--- config.mk ---
export PLATFORM = sky130hd
export DESIGN_NAME = chull_ctrl
export DESIGN_NICKNAME = d
export VERILOG_FILES = /design/src/design/assert_macros.svh /design/src/design/chull_pkg.sv /design/src/design/chull_ctrl.sv
export SDC_FILE = /design/constraint.sdc
export NUM_CORES = 1
export LEC_CHECK = 0
export CORE_MARGIN = 10
export CORE_UTILIZATION = 40
export CTS_CLUSTER_SIZE = 25
export DETAILED_ROUTE_END_ITERATION = 16
export DONT_BUFFER_PORTS = 1
export REMOVE_ABC_BUFFERS = 1
export SETUP_SLACK_MARGIN = 0.5
export SLEW_MARGIN = 20
export SYNTH_ARGS = -nofsm -noshare
export SYNTH_HDL_FRONTEND = slang
export SYNTH_SLANG_ARGS = --single-unit
--- constraint.sdc ---
create_clock -name i_clk -period 2.5 [get_ports i_clk]
set_input_delay 0.125 -clock i_clk [delete_from_list [all_inputs] [get_ports i_clk]]
set_output_delay 0.125 -clock i_clk [all_outputs]
set_load 0.05 [all_outputs]
--- src/design/assert_macros.svh ---
// Assertion macros used by the top level of the convex hull block.
// No dependencies; include with the bare file name.
`ifndef ASSERT_MACROS_SVH
`define ASSERT_MACROS_SVH
`ifndef SYNTHESIS
`define CH_ASSERT_NEVER(lbl, clk, rstn, expr) \
    lbl: assert property (@(posedge clk) disable iff (!rstn) !(expr)) \
        else $error("assertion failed: condition must never hold");
`define CH_ASSERT_NEXT(lbl, clk, rstn, ante, cons) \
    lbl: assert property (@(posedge clk) disable iff (!rstn) (ante) |=> (cons)) \
        else $error("assertion failed: implication in next cycle");
`else
`define CH_ASSERT_NEVER(lbl, clk, rstn, expr)
`define CH_ASSERT_NEXT(lbl, clk, rstn, ante, cons)
`endif
`endif

--- src/design/chull_pkg.sv ---
// Package of the convex hull block: sizes, point type, helper functions and
// the command and status structs between controller and datapath. No dependencies.
`default_nettype none
package chull_pkg;
    localparam int MAX_POINTS = 64;
    localparam int COORD_BITS = 16;
    localparam int MIN_HULL   = 3;
    localparam int IDX_W      = $clog2(MAX_POINTS);
    localparam int CNT_W      = IDX_W + 1;
    localparam int DIFF_W     = COORD_BITS + 1;
    localparam int PROD_W     = 2 * DIFF_W;
    localparam int CROSS_W    = PROD_W + 1;
    localparam int L1_W       = DIFF_W + 1;

    typedef struct packed {
        logic [COORD_BITS-1:0] y;
        logic [COORD_BITS-1:0] x;
    } t_point;

    typedef enum logic [1:0] {
        ST_SEL_IN,
        ST_SEL_Q,
        ST_SEL_BEST,
        ST_SEL_T
    } t_st_sel;

    typedef enum logic [2:0] {
        TOP_HOLD,
        TOP_FIRST,
        TOP_PUSH,
        TOP_REPL,
        TOP_POP
    } t_top_op;

    typedef struct packed {
        logic             st_rd;
        logic [IDX_W-1:0] st_rd_addr;
        logic             st_wr;
        logic [IDX_W-1:0] st_wr_addr;
        t_st_sel          st_wr_sel;
        logic             ld_best;
        logic             ld_t;
        logic             ld_p;
        logic             cross_start;
        logic             cross_scan;
        logic             sk_wr;
        logic [IDX_W-1:0] sk_wr_addr;
        logic             sk_wr_from_p;
        logic             sk_rd;
        logic [IDX_W-1:0] sk_rd_addr;
        logic             ld_sec;
        t_top_op          top_op;
        logic             out_ld;
        logic             out_from_stack;
        logic             out_last;
        logic             out_ovf;
    } t_cmd;

    typedef struct packed {
        logic y_less;
        logic same_q_p;
        logic same_q_top;
        logic goes_first;
        logic cross_pos;
        logic cross_done;
        logic out_busy;
    } t_sts;

    function automatic logic signed [DIFF_W-1:0] f_diff(
        input logic [COORD_BITS-1:0] a,
        input logic [COORD_BITS-1:0] b
    );
        return $signed({a[COORD_BITS-1], a}) - $signed({b[COORD_BITS-1], b});
    endfunction

    function automatic logic [DIFF_W-1:0] f_abs(input logic signed [DIFF_W-1:0] d);
        return d[DIFF_W-1] ? DIFF_W'(-d) : DIFF_W'(d);
    endfunction
endpackage
`default_nettype wire

--- src/design/chull_ctrl.sv ---
// Controller: sequences loading, bottom search, swap, insertion sort,
// duplicate skip, stack scan and output. Depends on chull_pkg.
`default_nettype none
module chull_ctrl (
    input  wire logic            i_clk,
    input  wire logic            i_rst_n,
    input  wire logic            i_in_valid,
    input  wire logic            i_in_last,
    output logic                 o_in_ready,
    input  wire chull_pkg::t_sts i_sts,
    output chull_pkg::t_cmd      o_cmd
);
    import chull_pkg::*;

    typedef enum logic [4:0] {
        S_IDLE,
        S_MIN_RD, S_MIN_CMP,
        S_SW_RD, S_SW_W1, S_SW_W0,
        S_IS_RD, S_IS_T, S_IS_JRD, S_IS_X, S_IS_WAIT, S_IS_PUT,
        S_DD_RD0, S_DD_RD1, S_DD_CMP, S_DD_PUSH1,
        S_SC_RD, S_SC_V, S_SC_WAIT, S_SC_POP,
        S_OUT_RD, S_OUT_LD
    } t_state;

    t_state           r_state, n_state;
    logic [CNT_W-1:0] r_cnt, n_cnt, r_n, n_n, r_i, n_i, r_j, n_j;
    logic [CNT_W-1:0] r_depth, n_depth, r_k, n_k, r_outn, n_outn;
    logic [IDX_W-1:0] r_b, n_b;
    logic             r_ovf, n_ovf, r_src, n_src;
    logic [CNT_W-1:0] w_inc, w_ip1, w_jm1, w_dm3, w_nm1;
    logic             w_acc;

    assign w_acc = i_in_valid && (r_state == S_IDLE);
    assign w_inc = (r_cnt < CNT_W'(MAX_POINTS)) ? r_cnt + CNT_W'(1) : r_cnt;
    assign w_ip1 = r_i + CNT_W'(1);
    assign w_jm1 = r_j - CNT_W'(1);
    assign w_dm3 = r_depth - CNT_W'(MIN_HULL);
    assign w_nm1 = r_n - CNT_W'(1);

    always_comb begin
        n_state = r_state;
        n_cnt   = r_cnt;
        n_n     = r_n;
        n_i     = r_i;
        n_j     = r_j;
        n_depth = r_depth;
        n_k     = r_k;
        n_outn  = r_outn;
        n_b     = r_b;
        n_ovf   = r_ovf;
        n_src   = r_src;
        o_cmd   = '0;
        case (r_state)
            S_IDLE: begin
                if (w_acc) begin
                    if (r_cnt < CNT_W'(MAX_POINTS)) begin
                        o_cmd.st_wr      = 1'b1;
                        o_cmd.st_wr_addr = r_cnt[IDX_W-1:0];
                        o_cmd.st_wr_sel  = ST_SEL_IN;
                    end else begin
                        n_ovf = 1'b1;
                    end
                    n_cnt = w_inc;
                    if (i_in_last) begin
                        n_cnt = '0;
                        n_n   = w_inc;
                        n_i   = '0;
                        n_k   = '0;
                        if (w_inc < CNT_W'(MIN_HULL)) begin
                            n_src   = 1'b0;
                            n_outn  = w_inc;
                            n_state = S_OUT_RD;
                        end else begin
                            n_state = S_MIN_RD;
                        end
                    end
                end
            end
            S_MIN_RD: begin
                o_cmd.st_rd      = 1'b1;
                o_cmd.st_rd_addr = r_i[IDX_W-1:0];
                n_state          = S_MIN_CMP;
            end
            S_MIN_CMP: begin
                if ((r_i == '0) || i_sts.y_less) begin
                    o_cmd.ld_best = 1'b1;
                    n_b           = r_i[IDX_W-1:0];
                end
                if (r_i == w_nm1) begin
                    n_state = S_SW_RD;
                end else begin
                    n_i     = w_ip1;
                    n_state = S_MIN_RD;
                end
            end
            S_SW_RD: begin
                o_cmd.st_rd      = 1'b1;
                o_cmd.st_rd_addr = '0;
                n_state          = S_SW_W1;
            end
            S_SW_W1: begin
                o_cmd.st_wr      = 1'b1;
                o_cmd.st_wr_addr = r_b;
                o_cmd.st_wr_sel  = ST_SEL_Q;
                n_state          = S_SW_W0;
            end
            S_SW_W0: begin
                o_cmd.st_wr      = 1'b1;
                o_cmd.st_wr_addr = '0;
                o_cmd.st_wr_sel  = ST_SEL_BEST;
                n_i              = CNT_W'(2);
                n_state          = S_IS_RD;
            end
            S_IS_RD: begin
                o_cmd.st_rd      = 1'b1;
                o_cmd.st_rd_addr = r_i[IDX_W-1:0];
                n_state          = S_IS_T;
            end
            S_IS_T: begin
                o_cmd.ld_t = 1'b1;
                n_j        = r_i;
                n_state    = S_IS_JRD;
            end
            S_IS_JRD: begin
                if (r_j > CNT_W'(1)) begin
                    o_cmd.st_rd      = 1'b1;
                    o_cmd.st_rd_addr = w_jm1[IDX_W-1:0];
                    n_state          = S_IS_X;
                end else begin
                    n_state = S_IS_PUT;
                end
            end
            S_IS_X: begin
                o_cmd.cross_start = 1'b1;
                n_state           = S_IS_WAIT;
            end
            S_IS_WAIT: begin
                if (i_sts.cross_done) begin
                    if (i_sts.goes_first) begin
                        o_cmd.st_wr      = 1'b1;
                        o_cmd.st_wr_addr = r_j[IDX_W-1:0];
                        o_cmd.st_wr_sel  = ST_SEL_Q;
                        n_j              = w_jm1;
                        n_state          = S_IS_JRD;
                    end else begin
                        n_state = S_IS_PUT;
                    end
                end
            end
            S_IS_PUT: begin
                o_cmd.st_wr      = 1'b1;
                o_cmd.st_wr_addr = r_j[IDX_W-1:0];
                o_cmd.st_wr_sel  = ST_SEL_T;
                if (r_i == w_nm1) begin
                    n_i     = '0;
                    n_state = S_DD_RD0;
                end else begin
                    n_i     = w_ip1;
                    n_state = S_IS_RD;
                end
            end
            S_DD_RD0: begin
                o_cmd.st_rd      = 1'b1;
                o_cmd.st_rd_addr = r_i[IDX_W-1:0];
                n_state          = S_DD_RD1;
            end
            S_DD_RD1: begin
                // The comparison partner wraps to the first point.
                o_cmd.ld_p       = 1'b1;
                o_cmd.st_rd      = 1'b1;
                o_cmd.st_rd_addr = (w_ip1 == r_n) ? '0 : w_ip1[IDX_W-1:0];
                n_state          = S_DD_CMP;
            end
            S_DD_CMP: begin
                if (i_sts.same_q_p) begin
                    if (r_i == w_nm1) begin
                        o_cmd.sk_wr        = 1'b1;
                        o_cmd.sk_wr_addr   = '0;
                        o_cmd.sk_wr_from_p = 1'b1;
                        n_depth            = CNT_W'(1);
                        n_src              = 1'b1;
                        n_outn             = CNT_W'(1);
                        n_k                = '0;
                        n_state            = S_OUT_RD;
                    end else begin
                        n_i     = w_ip1;
                        n_state = S_DD_RD0;
                    end
                end else begin
                    o_cmd.sk_wr        = 1'b1;
                    o_cmd.sk_wr_addr   = '0;
                    o_cmd.sk_wr_from_p = 1'b1;
                    o_cmd.top_op       = TOP_FIRST;
                    n_state            = S_DD_PUSH1;
                end
            end
            S_DD_PUSH1: begin
                o_cmd.sk_wr      = 1'b1;
                o_cmd.sk_wr_addr = IDX_W'(1);
                n_depth          = CNT_W'(2);
                n_i              = r_i + CNT_W'(2);
                n_state          = S_SC_RD;
            end
            S_SC_RD: begin
                if (r_i >= r_n) begin
                    n_src   = 1'b1;
                    n_outn  = r_depth;
                    n_k     = '0;
                    n_state = S_OUT_RD;
                end else begin
                    o_cmd.st_rd      = 1'b1;
                    o_cmd.st_rd_addr = r_i[IDX_W-1:0];
                    n_state          = S_SC_V;
                end
            end
            S_SC_V: begin
                if (i_sts.same_q_top) begin
                    n_i     = w_ip1;
                    n_state = S_SC_RD;
                end else begin
                    o_cmd.cross_start = 1'b1;
                    o_cmd.cross_scan  = 1'b1;
                    n_state           = S_SC_WAIT;
                end
            end
            S_SC_WAIT: begin
                if (i_sts.cross_done) begin
                    if (!i_sts.cross_pos) begin
                        if (r_depth >= CNT_W'(MIN_HULL)) begin
                            o_cmd.top_op     = TOP_POP;
                            o_cmd.sk_rd      = 1'b1;
                            o_cmd.sk_rd_addr = w_dm3[IDX_W-1:0];
                            n_depth          = r_depth - CNT_W'(1);
                            n_state          = S_SC_POP;
                        end else begin
                            // Only two on the stack: the top gives way to the new point.
                            o_cmd.top_op     = TOP_REPL;
                            o_cmd.sk_wr      = 1'b1;
                            o_cmd.sk_wr_addr = IDX_W'(1);
                            n_i              = w_ip1;
                            n_state          = S_SC_RD;
                        end
                    end else begin
                        if (r_depth < CNT_W'(MAX_POINTS)) begin
                            o_cmd.top_op     = TOP_PUSH;
                            o_cmd.sk_wr      = 1'b1;
                            o_cmd.sk_wr_addr = r_depth[IDX_W-1:0];
                            n_depth          = r_depth + CNT_W'(1);
                        end
                        n_i     = w_ip1;
                        n_state = S_SC_RD;
                    end
                end
            end
            S_SC_POP: begin
                o_cmd.ld_sec = 1'b1;
                n_state      = S_SC_V;
            end
            S_OUT_RD: begin
                if (!i_sts.out_busy) begin
                    o_cmd.st_rd      = !r_src;
                    o_cmd.st_rd_addr = r_k[IDX_W-1:0];
                    o_cmd.sk_rd      = r_src;
                    o_cmd.sk_rd_addr = r_k[IDX_W-1:0];
                    n_state          = S_OUT_LD;
                end
            end
            S_OUT_LD: begin
                o_cmd.out_ld         = 1'b1;
                o_cmd.out_from_stack = r_src;
                o_cmd.out_last       = (r_k == r_outn - CNT_W'(1));
                o_cmd.out_ovf        = r_ovf;
                if (r_k == r_outn - CNT_W'(1)) begin
                    n_ovf   = 1'b0;
                    n_state = S_IDLE;
                end else begin
                    n_k     = r_k + CNT_W'(1);
                    n_state = S_OUT_RD;
                end
            end
            default: n_state = S_IDLE;
        endcase
    end

    always_ff @(posedge i_clk) begin
        if (!i_rst_n) begin
            r_state <= S_IDLE;
            r_cnt   <= '0;
            r_n     <= '0;
            r_i     <= '0;
            r_j     <= '0;
            r_depth <= '0;
            r_k     <= '0;
            r_outn  <= '0;
            r_b     <= '0;
            r_ovf   <= 1'b0;
            r_src   <= 1'b0;
        end else begin
            r_state <= n_state;
            r_cnt   <= n_cnt;
            r_n     <= n_n;
            r_i     <= n_i;
            r_j     <= n_j;
            r_depth <= n_depth;
            r_k     <= n_k;
            r_outn  <= n_outn;
            r_b     <= n_b;
            r_ovf   <= n_ovf;
            r_src   <= n_src;
        end
    end

    assign o_in_ready = (r_state == S_IDLE);
endmodule
`default_nettype wire

; ---- After elaboration in Yosys (flattened, before gate mapping)
; Index checks and enable logic that the tools add are counted.
[word_totals]
register_bits = 62
input_bits = 11
out_inout_bits = 45
wordCells = 189
[classes]
eq_ne = 41
addsub = 10
n_lt_le_gt_ge = 6
n_reduce_logical = 22
mux = 99
[op_table]
columns = cell, count
row1 = $mux 7, 38
row2 = $pmux 5 s22, 1
row3 = $pmux 7 s3, 3
row4 = $pmux 7 s8, 1
row5 = $mux 5, 10
row6 = $pmux 9 s5, 1
row7 = $pmux 7 s6, 1
row8 = $eq 5x4->1 const B, 8
row9 = $mux 9, 4
row10 = $eq 5x5->1 const B, 6
row11 = $add 7x1->7 const B, 4
row12 = $pmux 7 s2, 2
row13 = $pmux 7 s4, 1
row14 = $sub 7x1->7 const B, 4
row15 = $ne 2x2->1 const B, 12
row16 = $eq 7x7->1, 3
row17 = $reduce_and 7->1, 3
row18 = $eq 5x3->1 const B, 4
row19 = $mux 1, 17
row20 = $mux 8, 2
row21 = $lt 7x7->1 const B, 2
row22 = $mux 2, 7
row23 = $mux 3, 4
row24 = $eq 5x2->1 const B, 2
row25 = 29 further kinds, 38

; ---- Longest topological paths before layout
; Gate-level depths: netlist of the first run.
[depth]
ltp_word = 7
ltp_mapped = 12
depth_no_buf = 9

; ---- Least setup slack after synthesis of the first run
; OpenSTA, ideal clock, no wires.
[synth_path]
kind = reg-to-output
start = register r_n[2]
end = output port o_cmd[22] in the netlist's numbering
required_ns = 2.375
t_arrival_ns = 3.180
path_slack_ns = -0.805
path_buffers = 1
stages_incl_launch_ff = 9
path_cell_list = dfxtp_1 > buf_6 > or3_1 > or4_1 > a31o_2 > a21oi_2 > inv_1 > a21oi_1 > or3_1
[synth_rtl]
columns = element, line
row1 = from (decl), chull_ctrl.sv:26  ; logic [CNT_W-1:0] r_cnt, n_cnt, r_n, n_n, r_i, n_i, r_j, n_j;
row2 = from (signal assigned), chull_ctrl.sv:301  ; r_n <= n_n;
row3 = to (decl), chull_ctrl.sv:11  ; output chull_pkg::t_cmd o_cmd

==> results of run 1 <==
[flip-flops by register name, summed over array words and instances, names as in the netlist]
name / count
r_depth: 7
r_b: 6
r_j: 7
r_ovf: 1
r_outn: 7
r_state: 5
r_src: 1
r_i: 7
r_n: 7
r_k: 7
r_cnt: 7
[layout make-up]
cell class	instances	area (um^2)	area share (%)
multi-input cells	586	4931	53.20
clock inverters	3	42.54	0.4590
flip-flops and latches	62	1319	14.23
inverters	41	168.9	1.822
well taps	176	220.2	2.376
repair buffers	228	2321	25.04
clock buffers	12	266.5	2.875
[kinds of logic (layout without fill, tap and decap cells)]
kind of cell / after synthesis / count (layout) / synth area share (%)
mux: 21 / 21 / 3.914
buf+inv: 91 / 284 / 6.901
simple gates: 286 / 286 / 26.12
compound gates: 204 / 205 / 25.71
flops: 62 / 62 / 22.97
xor+xnor: 49 / 49 / 8.453
fa+ha+maj: 25 / 25 / 5.929
[layout by cell type, fill, tap and decap left out, types with 15 or more instances in the layout]
| master | n |
|---|---|
| inv_1 | 30 |
| dfxtp_4 | 17 |
| nor2_1 | 47 |
| dfxtp_1 | 34 |
| o21ai_0 | 29 |
| buf_12 | 27 |
| buf_6 | 47 |
| mux2i_1 | 20 |
| buf_4 | 142 |
| a21oi_1 | 34 |
| xnor2_1 | 25 |
| nand3_1 | 15 |
| nor3_1 | 15 |
| nand2_1 | 74 |
| xor2_1 | 15 |
[routing by layer]
| metal | GRT usage, % | up-vias |
|---|---|---|
| met5 | 0 | - |
| met1 | 31.62 | 3354 |
| met2 | 39.77 | 545 |
| met4 | 11.89 | 0 |
| li1 | - | 3068 |
| met3 | 6.863 | 138 |
[stage by stage]
stage / TNS (ps) / hold WS, ps / total power [uW] / setup WS, ps / instances
5_1_grt: -2651 / 9.331 / 6784 / -265.1 / 1108
4_1_cts: -234.7 / 1.290 / 5919 / -62.92 / 1079
3_5_place_dp: -766.4 / 271.1 / 3691 / -197.7 / 1012
2_1_floorplan: -33500 / 256.2 / 2684 / -1110 / 688
6_report: -1023 / -11.51 / 6604 / -195.5 / 1108
3_3_place_gp: -242.6 / 271.6 / 3667 / -113.7 / 1012
[path summary, 6_finish.rpt]
check	to	slack (ps)	depth (start not counted)
hold / removal	r_cnt[3]$_SDFFE_PN0P_	-10	3
setup reg to reg	r_i[5]$_SDFFE_PN0P_	-30	13
hold reg to reg	r_outn[5]$_SDFFE_PN0P_	470	2
setup / recovery	o_cmd[39]	-200	12
[power groups by stage]
stage / clock network (uW) / registers [uW] / logic [uW]
2_1_floorplan: 0 / 1220 / 1470
5_1_grt: 1400 / 1200 / 4190
3_5_place_dp: 0 / 1180 / 2510
3_3_place_gp: 0 / 1170 / 2490
6_report: 1350 / 1200 / 4050
4_1_cts: 1340 / 1180 / 3400
[worst reg2reg max path: cells and delay by family (launching register included)]
kind                       cells  cell delay (ps)
DFF                            1              380
buffers and inverters          5              570
and+or+nand+nor                2              630
adders and majority gates      1              160
xor gates and xnor gates       1              110
AOI/OAI and AO/OA              4              590
[repair_timing]
action | CTS | global route
pin swaps | 65 | 53
endpoints found under the setup margin | 90 | 97
buffers inserted | 49 | 26
hold endpoints to repair | 29 | 0
resized for setup | 253 | 92
hold buffers | 2 | 0
gates cloned | 1 | 3
==> results.py, run 1 <==
metrics = {
    "critical_path": {
        "crit_family": "compound AO/OA/AOI/OAI gates",
        "cp-start-kind": "flip-flop",
        "arrival_ps": 2570,
        "cp.required_ps": 2380,
        "cp_slowest_cell": "dfxtp_2",
        "end_kind": "output pin",
        "crit_chain": "inv_4, ha_4, nand2b_4, a211o_1, a211oi_2, buf_4, nand2_4, nand2_4, buf_4, o21bai_1, a211o_1, buf_12",
        "timing.rr.start": "r_n[0]$_SDFFE_PN0P_",
        "crit_fanout": 7,
        "cp_slowest_stage_delay_ps": 360,
        "startpoint": "r_i[0]$_SDFFE_PN0P_",
        "cp.buffers_inverters": 4,
        "crit_type": "reg2out",
    },
    "route": {
        "wl_met1_um": 9943,
        "dr.pass1.iters": 8,
        "met3_length_um": 3120,
        "ant_nets": 0,
        "wl_per_cell_um": 23.87,
        "viasPerCell": 6.412,
        "topRoutingLayerUsed": "met4",
        "totalWireLength_um": 26450,
        "first_iter_violations": 1067,
        "wl_met2_um": 12020,
        "remaining_drc_errors": 0,
        "via_count": 7105,
    },
    "yosys": {
        "netlist_top_cells_count": "nand2_1 (85), dfxtp_1 (62), nor2_1 (60)",
        "ys_warn_count": 0,
        "syn_inst": 738,
        "synth_edf_count": 0,
        "synth_top_area_share_pct": 22.97,
        "yosys.area.top_type": "dfxtp_1",
        "yosysUniqueCellTypes": 72,
        "synth-seq-cells": 62,
        "synth.avg_cell_area_um2": 7.321,
        "ys_seq_area_share_pct": 22.97,
        "syn-cell-area_um2": 5403,
        "synth_area_leaders": "dfxtp_1 (23%), nand2_1 (5.9%), ha_1 (5.6%), xnor2_1 (4.9%), o21ai_0 (4.5%)",
        "synth_flop_cell": "dfxtp_1",
        "async_reset_ff_share_pct": 0,
        "synth.most_common_cell": "nand2_1",
    },
    "power": {
        "clockPowerShare_pct": 20.4,
        "p_int_uw": 3814,
        "comb_power_share_pct": 61.4,
        "p_sw_uw": 2790,
        "vdd_drop_max_mv": 0.4443,
        "p_sw_share_pct": 42.25,
        "p_per_area_nw_per_um2": 712.5,
        "p_seq_share_pct": 18.2,
        "p_leak_uw": 0.003738,
    },
    "sta": {
        "final_max_slew_viol_count": 0,
        "rsz0062_at_grt": "yes",
        "skew_ps": 5.631,
        "final-hold-violation-count": 2,
        "setup_violations": 12,
        "whs_ps": -11.51,
        "layout_setup_ws_ps": -195.5,
        "slew_headroom_pct": 51.45,
        "tightestPinTransition_ps": 725.6,
        "final.min_clock_period_ps": 2696,
        "period_share_pct": 107.8,
        "fmax_mhz": 371.0,
    },
    "placed_design": {
        "postPlaceCellArea_um2": 6853,
        "gp_congestion": 1.034,
        "portBuffers": 0,
        "dp_hpwl_um": 16380,
    },
    "floorplanning": {
        "core-area_um2": 13240,
        "rows": 42,
        "die_w_um": 136.2,
        "initial_core_util_pct": 40.80,
        "dieArea_um2": 18560,
        "pin_count": 56,
        "die_h_um": 136.2,
    },
    "finish": {
        "utilization_pct": 69.99,
        "nNetsFinal": 964,
        "area_delta_synth_final_pct": 71.56,
        "design_area_um2": 9269,
        "fillers": 951,
        "drive_gt1_share_pct": 48.07,
        "diodes": 0,
    },
    "global_route": {
        "track_usage_pct": 25.36,
        "antenna_found_initial": 0,
        "grt_pass1_vias": 6540,
        "grt_first_pass_wirelength_um": 36730,
        "grt-ovfl-total": 0,
        "grt_max_degree": 38,
    },
    "clock_network": {
        "cts-root-buf": "clkbuf_16",
        "htree_num_levels": 3,
        "cts_tree": "yes",
        "clockBufferDepth": 2,
        "cts_buffers": 9,
        "insertion_delay_ps": 350,
        "cts.clk_slew.worst_paths_ps": 60,
        "cts_sinks": 62,
    },
    "job": {
        "drv_cap": 0,
    },
    "hold_path": {
        "hp-start": "i_in_last",
        "hold_path.class": "in2reg",
    },
    "run_status": {
        "violations": "hold timing, setup timing",
        "outcome": "finished, violations left",
    },
}
No activity file was read; power rests on OpenSTA's default activity.
==> inputs of run 2 (changes only) <==
--- a/config.mk
+++ b/config.mk
@@ -6,7 +6,7 @@
 export NUM_CORES = 1
 export LEC_CHECK = 0
 export CORE_MARGIN = 10
-export CORE_UTILIZATION = 40
+export CORE_UTILIZATION = 45
 export CTS_CLUSTER_SIZE = 25
 export DETAILED_ROUTE_END_ITERATION = 16
 export DONT_BUFFER_PORTS = 1
==> run 2 against run 1 <==
The flow finishes with violations (setup timing). Non-clock buffer count decreased by 16. Final area shrank 5.0%. Register-to-register slack worse by 80 ps. Via count is 3.2% lower. Sequential power about the same. Core utilization rose by 6.2 points. Critical path type unchanged. Critical endpoint is now o_cmd[22]. Largest power group unchanged.
==> results.py, run 2 (synthesized netlist as in run 1, its figures left out) <==
metrics = {
    "run_status": {
        "outcome": "finished, violations left",
        "violations": "setup timing",
    },
    "route": {
        "first_iter_violations": 1025,
        "viasPerCell": 6.489,
        "totalWireLength_um": 24000,
        "via_count": 6878,
        "ant_nets": 0,
        "remaining_drc_errors": 0,
        "wl_per_cell_um": 22.64,
        "dr.pass1.iters": 6,
    },
    "floorplanning": {
        "die_h_um": 129.6,
        "dieArea_um2": 16790,
        "initial_core_util_pct": 46.72,
        "pin_count": 56,
        "core-area_um2": 11560,
        "rows": 39,
        "die_w_um": 129.6,
    },
    "finish": {
        "drive_gt1_share_pct": 44.93,
        "final_common_cell": "buf_4",
        "regArea_um2": 1299,
        "fillers": 757,
        "area_delta_synth_final_pct": 63.04,
        "final_cell_mix": "buf_4 (136), nand2_1 (75), nor2_1 (49), buf_6 (46), a21oi_1 (36)",
        "multi_input_comb_area_um2": 4772,
        "diodes": 0,
        "utilization_pct": 76.17,
        "nNetsFinal": 948,
    },
    "critical_path": {
        "end_kind": "output pin",
        "crit_fanout": 5,
        "cp.required_ps": 2380,
        "crit_chain": "inv_2, ha_4, nand2b_4, or4_4, a31o_4, a21oi_4, inv_2, a21oi_4, or3_4, buf_12",
        "r2r_cells": 11,
        "path_depth": 10,
        "timing.rr.start": "r_n[0]$_SDFFE_PN0P_",
        "cp.buffers_inverters": 3,
        "cp-start-kind": "flip-flop",
        "crit_family": "simple AND/OR/NAND/NOR gates",
        "startpoint": "r_n[0]$_SDFFE_PN0P_",
        "cp_slowest_stage_delay_ps": 540,
        "arrival_ps": 2500,
        "cp_slowest_cell": "or4_4",
        "crit_type": "reg2out",
    },
    "clock_network": {
        "htree_num_levels": 3,
        "cts_buffers": 9,
        "cts-root-buf": "clkbuf_16",
        "clockBufferDepth": 2,
        "cts_sinks": 62,
        "insertion_delay_ps": 350,
        "cts_tree": "yes",
        "cts.clk_slew.worst_paths_ps": 50,
    },
    "sta": {
        "fmax_mhz": 381.0,
        "rsz0062_at_grt": "yes",
        "period_share_pct": 105.0,
        "final_max_slew_viol_count": 0,
        "slew_headroom_pct": 55.09,
        "final.min_clock_period_ps": 2625,
        "setup_violations": 32,
        "whs_ps": 4.103,
        "tightestPinTransition_ps": 666.7,
        "skew_ps": 7.194,
        "final-hold-violation-count": 0,
        "layout_setup_ws_ps": -124.7,
    },
    "global_route": {
        "grt_first_pass_wirelength_um": 35150,
        "grt-ovfl-total": 0,
        "grt_max_degree": 36,
        "track_usage_pct": 26.48,
        "grt_pass1_vias": 6340,
        "antenna_found_initial": 0,
    },
    "power": {
        "p_leak_uw": 0.003594,
        "vdd_drop_max_mv": 0.4192,
        "p_per_area_nw_per_um2": 678.0,
        "power.total_uw": 5972,
    },
    "hold_path": {
        "hp-start": "i_in_last",
        "hold_path_depth": 3,
        "hold_path.class": "in2reg",
    },
    "placed_design": {
        "dp_hpwl_um": 15530,
        "portBuffers": 0,
        "gp_congestion": 1.011,
    },
    "job": {
        "drv_cap": 0,
    },
}
run 2: routing by layer:
layer | routed length (um) | GRT usage [%] | vias up
met5 | 0 | 0 | -
met3 | 2404 | 7.096 | 110
met4 | 1223 | 13.49 | 0
li1 | - | - | 3047
met1 | 9476 | 34.30 | 3265
met2 | 10900 | 39.65 | 456
run 2: worst paths after layout:
path | to | slack (ps)
min | r_cnt[3]$_SDFFE_PN0P_ | 4
max | o_cmd[22] | -120
min reg2reg | r_outn[1]$_SDFFE_PN0P_ | 490
max reg2reg | r_src$_SDFFE_PN0P_ | -110
run 2: metrics by stage:
step | cells | worst slack (ps) | instance area [um^2] | setup TNS, ps
2_1_floorplan | 688 | -1110 | 5184 | -33500
3_3_place_gp | 964 | -5.091 | 6668 | -5.091
3_5_place_dp | 964 | -13.19 | 6668 | -14.38
4_1_cts | 1036 | -44.25 | 8262 | -96.82
5_1_grt | 1060 | -190.3 | 8808 | -3996
6_report | 1060 | -124.7 | 8808 | -1967
run 2: where the power goes:
group	switching, uW	total [uW]	leakage, uW	internal [uW]
Sequential	102	1170	0.000517	1070
Clock	505	1200	0.000132	694
Combinational	1980	3600	0.00294	1630
Total	2580	5970	0.00359	3390
run 2: repair_timing:
action,4_1_cts,5_1_grt
endpoints found under the hold margin,25,1
setup endpoints to repair,89,83
buffers inserted,53,22
gates cloned,2,1
hold buffers,1,1
pin swaps,66,37
gates resized for setup,214,73
run 2: cell type report:
cell class	count	area share, %
Clock buffer	12	2.798
Multi-Input combinational cell	586	54.18
Clock inverter	4	0.2557
Sequential cell	62	14.74
Tap cell	143	2.031
Timing Repair Buffer	212	24.12
Inverter	41	1.875
run 2: tightest hold or removal path, stage by stage:
cell	delay, ps
nor3_1	30
a21oi_1	110
nor2_1	40
